$ cat src/hdl/lwps_pkg.sv
package lwps_pkg;

    localparam int CMD_W  = 2;
    localparam int SER_W  = 3;
    localparam int LAT_W  = 32;
    localparam int CNT_W  = 64;
    localparam int AVG_W  = 40;
    localparam int WS_W   = 11;
    localparam int FRAC_W = 8;

    localparam logic [WS_W-1:0] WS_RESET = 11'd1024;

    // restoring divide of {total, 8 fraction zeros} by count
    localparam int DIV_STEPS = CNT_W + FRAC_W;
    localparam int DIV_CW    = $clog2(DIV_STEPS);

    // floor(x / 100) == (x * RECIP) >> RECIP_SHIFT for every x below 2^23
    localparam int              RECIP_W     = 24;
    localparam logic [23:0]     RECIP       = 24'd10737419;
    localparam int              RECIP_SHIFT = 30;

    localparam int PCT_N = 3;
    localparam int PCT_W = 7;
    localparam logic [PCT_W-1:0] PCT_Q [PCT_N] = '{7'd50, 7'd95, 7'd99};

    typedef enum logic [CMD_W-1:0] {
        CMD_RECORD    = 2'd0,
        CMD_READ      = 2'd1,
        CMD_CLEAR     = 2'd2,
        CMD_CLEAR_ALL = 2'd3
    } t_cmd;

    typedef struct packed {
        logic take;
        logic div_step;
        logic kidx1;
        logic kidx2;
        logic scan;
        logic step;
        logic load_out;
    } t_ctrl_cmd;

    typedef struct packed {
        logic div_last;
        logic win_empty;
        logic scan_done;
        logic last_bit;
        logic out_free;
    } t_ctrl_sts;

endpackage

$ cat src/hdl/lwps_ctrl.sv
module lwps_ctrl import lwps_pkg::*; (
    input  logic             i_clk,
    input  logic             i_rst_n,
    input  logic             i_in_valid,
    input  logic [CMD_W-1:0] i_in_command,
    input  t_ctrl_sts        i_sts,
    output logic             o_in_ready,
    output t_ctrl_cmd        o_ctl
);

    typedef enum logic [6:0] {
        ST_IDLE  = 7'b0000001,
        ST_DIV   = 7'b0000010,
        ST_KIDX1 = 7'b0000100,
        ST_KIDX2 = 7'b0001000,
        ST_SCAN  = 7'b0010000,
        ST_STEP  = 7'b0100000,
        ST_OUT   = 7'b1000000
    } t_state;

    t_state r_state, n_state;
    logic   take;

    assign o_in_ready = (r_state == ST_IDLE);
    assign take       = i_in_valid && o_in_ready;

    always_comb begin
        n_state        = r_state;
        o_ctl          = '0;
        o_ctl.take     = take;
        case (r_state)
            ST_IDLE: begin
                if (take && t_cmd'(i_in_command) == CMD_READ) begin
                    n_state = ST_DIV;
                end
            end
            ST_DIV: begin
                o_ctl.div_step = 1'b1;
                if (i_sts.div_last) begin
                    n_state = ST_KIDX1;
                end
            end
            ST_KIDX1: begin
                o_ctl.kidx1 = 1'b1;
                n_state     = ST_KIDX2;
            end
            ST_KIDX2: begin
                o_ctl.kidx2 = 1'b1;
                n_state     = i_sts.win_empty ? ST_OUT : ST_SCAN;
            end
            ST_SCAN: begin
                o_ctl.scan = 1'b1;
                if (i_sts.scan_done) begin
                    n_state = ST_STEP;
                end
            end
            ST_STEP: begin
                o_ctl.step = 1'b1;
                n_state    = i_sts.last_bit ? ST_OUT : ST_SCAN;
            end
            ST_OUT: begin
                if (i_sts.out_free) begin
                    o_ctl.load_out = 1'b1;
                    n_state        = ST_IDLE;
                end
            end
            default: begin
                n_state = ST_IDLE;
            end
        endcase
    end

    always_ff @(posedge i_clk) begin
        if (!i_rst_n) begin
            r_state <= ST_IDLE;
        end else begin
            r_state <= n_state;
        end
    end

endmodule

$ cat config.mk
export PLATFORM = sky130hd
export DESIGN_NAME = lwps_ctrl
export DESIGN_NICKNAME = d
export VERILOG_FILES = /design/src/hdl/lwps_pkg.sv /design/src/hdl/lwps_ctrl.sv
export SDC_FILE = /design/constraint.sdc
export NUM_CORES = 1
export LEC_CHECK = 0
export BUFFER_PORTS_ARGS = -buffer_cell sky130_fd_sc_hd__buf_2
export CORE_MARGIN = 1.5
export CORE_UTILIZATION = 35
export DETAILED_ROUTE_END_ITERATION = 16
export SYNTH_ARGS = -nofsm -noshare
export SYNTH_HDL_FRONTEND = slang
export SYNTH_SLANG_ARGS = --single-unit
$ cat constraint.sdc
create_clock -name i_clk -period 2.6 [get_ports i_clk]
set_clock_uncertainty 0.05 [all_clocks]
set_input_delay 0.78 -clock i_clk [delete_from_list [all_inputs] [get_ports i_clk]]
set_output_delay 0.78 -clock i_clk [all_outputs]
set_load 0.05 [all_outputs]
==> flow_summary.yaml <==
placement:
  dp_hpwl_um: 985.8
  pre_cts_slack_ps: 339.7
  place_congestion: 0.7459
  dp.cells: 94
  port_buffers: 17
sta:
  tns_ps: 0
  clock.fmax_mhz: 397.6
  setup_viol: 0
  relSlewSlack_pct: 69.13
  post-route-period-util_pct: 96.74
  fin_ws_ps: 84.76
  maxSlewViolCount: 0
  tightest_slew_ps: 456.7
  hold_viol: 0
  period_needed_ps: 2515
  rsz0062_at_grt: "no"
drt:
  routed_wl_mm: 1.346
  via_per_inst: 5.765
  vias: 565
  dr.pass1.iters: 4
  drc: 0
  ant_nets: 0
  drtIter0Drc: 20
  avgRoutedWirePerCell_um: 13.73
global_routing:
  antenna_found_initial: 0
  grt_max_degree: 12
  grt_pass1_vias: 483
  grt_overflow_total: 0
  track_usage_pct: 15.48
  grt_pass1_wl_mm: 2.070
clocking:
  cts_tree: "built"
  clockRootBuffer: "clkbuf_4"
  cts_buffers: 3
  clk_latency_ps: 260
  clock_path_buffers: 2
  htreeDepth: 1
  cts.sinks: 7
  path_clk_slew_ps: 60
floorplanning:
  row_count: 13
  coreArea_um2: 1366
  start_util_pct: 39.01
  die_area_um2: 1766
  die_h_um: 42.03
  die_w_um: 42.03
  io_pins: 18
setup_path:
  critPathMaxFanout: 6
  r2r_end: "r_state[6]"
  start_kind: "register"
  cp-endpoint: "o_ctl[4]"
  path_class: "reg -> out"
  worstPathRequired_ps: 1770
  cp-startpoint: "r_state[6]"
  worstPathArrival_ps: 1690
  reg2reg_from: "r_state[6]"
  rr_worst_depth: 3
  reg2reg_slack_ps: 870
  crit_path_end_kind: "output pin"
cells_and_area:
  post-route-util_pct: 50.73
  largestRegisters: "r_state x7"
  nNetsFinal: 94
  fin_cells: 98
  syn2layout_area_growth_pct: 30.05
  final_common_cell: "buf_2"
  largest_reg_flops: 7
  drive_gt1_share_pct: 34.94
  regMostFlops: "r_state"
  mostFrequentLayoutCells: "16 x buf_2, 7 x dfxtp_1, 6 x nor3b_1"
  nFillCells: 145
  antenna_cells: 0
pwr:
  swShare_pct: 29.38
  p_comb_share_pct: 18.1
  intPower_uw: 187.4
  p_leak_uw: 0.0003318
  seq_power_share_pct: 42.3
  power_density_nw_per_um2: 382.8
  p_clk_share_pct: 39.5
  power_switching_uw: 77.95
  ir_drop_mv: 0.2307
logic_synthesis:
  ys_seq_area_share_pct: 26.29
  syn_area_per_cell_um2: 8.597
  ys_top_cells_by_area: "dfxtp_1 26%, nor3b_1 8.5%, o211a_1 5.6%"
  syn_area_um2: 533.0
  synth_cell_types: 31
  synth_largest_area_cell: "dfxtp_1"
  yosysWarnings: 0
  synth_top_area_share_pct: 26.29
  syn_nets: 72
  synth_seq_cells: 7
  syn_inst: 62
worst_hold_path:
  min_path_type: "reg -> reg"
run_status:
  status: "complete, no violations"
flow_run:
  max_cap_viol_count: 0
## layer usage
layer  vias to the layer above  wire length (um)  track usage (%)
met5                         -                 0                0
met4                         0                 7            3.750
met3                         2                95            6.466
met2                        19               589            24.38
met1                       261               653            19.63
li1                        283                 -                -
## power groups by stage
stage | clock, uW | sequential (uW) | combinational, uW
6_report | 105 | 112 | 48.1
5_1_grt | 114 | 113 | 51.8
4_1_cts | 106 | 112 | 48.1
3_5_place_dp | 0 | 115 | 47.9
3_3_place_gp | 0 | 115 | 47.9
2_1_floorplan | 0 | 114 | 33.0
## synthesized netlist by cell type
cell type,n
and2_1,1
nand4b_1,1
or4_4,1
a21oi_1,2
inv_1,3
nor4b_1,3
dfxtp_1,7
nor3_1,2
or4_1,2
o311ai_0,1
a31oi_1,1
buf_4,1
and3b_1,1
nor2b_1,1
nor4b_2,1
and4b_1,1
o211a_1,3
nand3_1,1
nor4_4,1
nor3b_1,6
o211ai_1,1
nand3b_1,2
o21ai_0,2
nand2b_1,1
nor4_1,2
nand4_1,2
and3_1,4
clkbuf_1,3
xor2_1,2
nor2_1,2
buf_2,1
## logic make-up after synthesis
logic type	count (synthesis)	synth area share, %
AOI/OAI and AO/OA	10	13.62
buffers and inverters	8	6.572
and+or+nand+nor	35	50.23
DFF	7	26.29
xor gates and xnor gates	2	3.287
## critical path: stages, from the launching register on
cell,delay (ps)
dfxtp_1,370
or4_4,550
nor4b_4,230
clkbuf_4,270
## layout make-up
cell class	count	area, um2	area share, %
clock buffer	4	26.28	3.791
inverter	3	11.26	1.625
sequential	7	140.1	20.22
multi-input combinational	47	371.6	53.61
tap	15	18.77	2.708
timing repair buffer	22	125.1	18.05
## timing repair
action	4_1_cts	5_1_grt
hold buffers	0	0
endpoints found under the setup margin	0	2
setup buffers	0	0
gates resized for setup	0	1
## worst min path at each step
stage                            end  cells after the start       start  slack [ps]
after floorplan           r_state[1]                      3  r_state[4]         530
after global placement    r_state[2]                      3  r_state[1]         590
after detailed placement  r_state[2]                      3  r_state[1]         580
after CTS                 r_state[2]                      3  r_state[1]         590
after global routing      r_state[2]                      3  r_state[1]         610
final                     r_state[2]                      3  r_state[1]         590
## through the flow
stage | hold slack, ps | power [uW] | instance area (um2)
floorplan | 525.1 | 147.0 | 546.8
global placement | 589.4 | 162.8 | 664.4
detailed placement | 582.8 | 162.6 | 664.4
CTS | 592.8 | 266.6 | 690.7
global route | 609.3 | 278.8 | 693.2
finish | 590.3 | 265.4 | 693.2
Power figures use the tool's default switching activity.
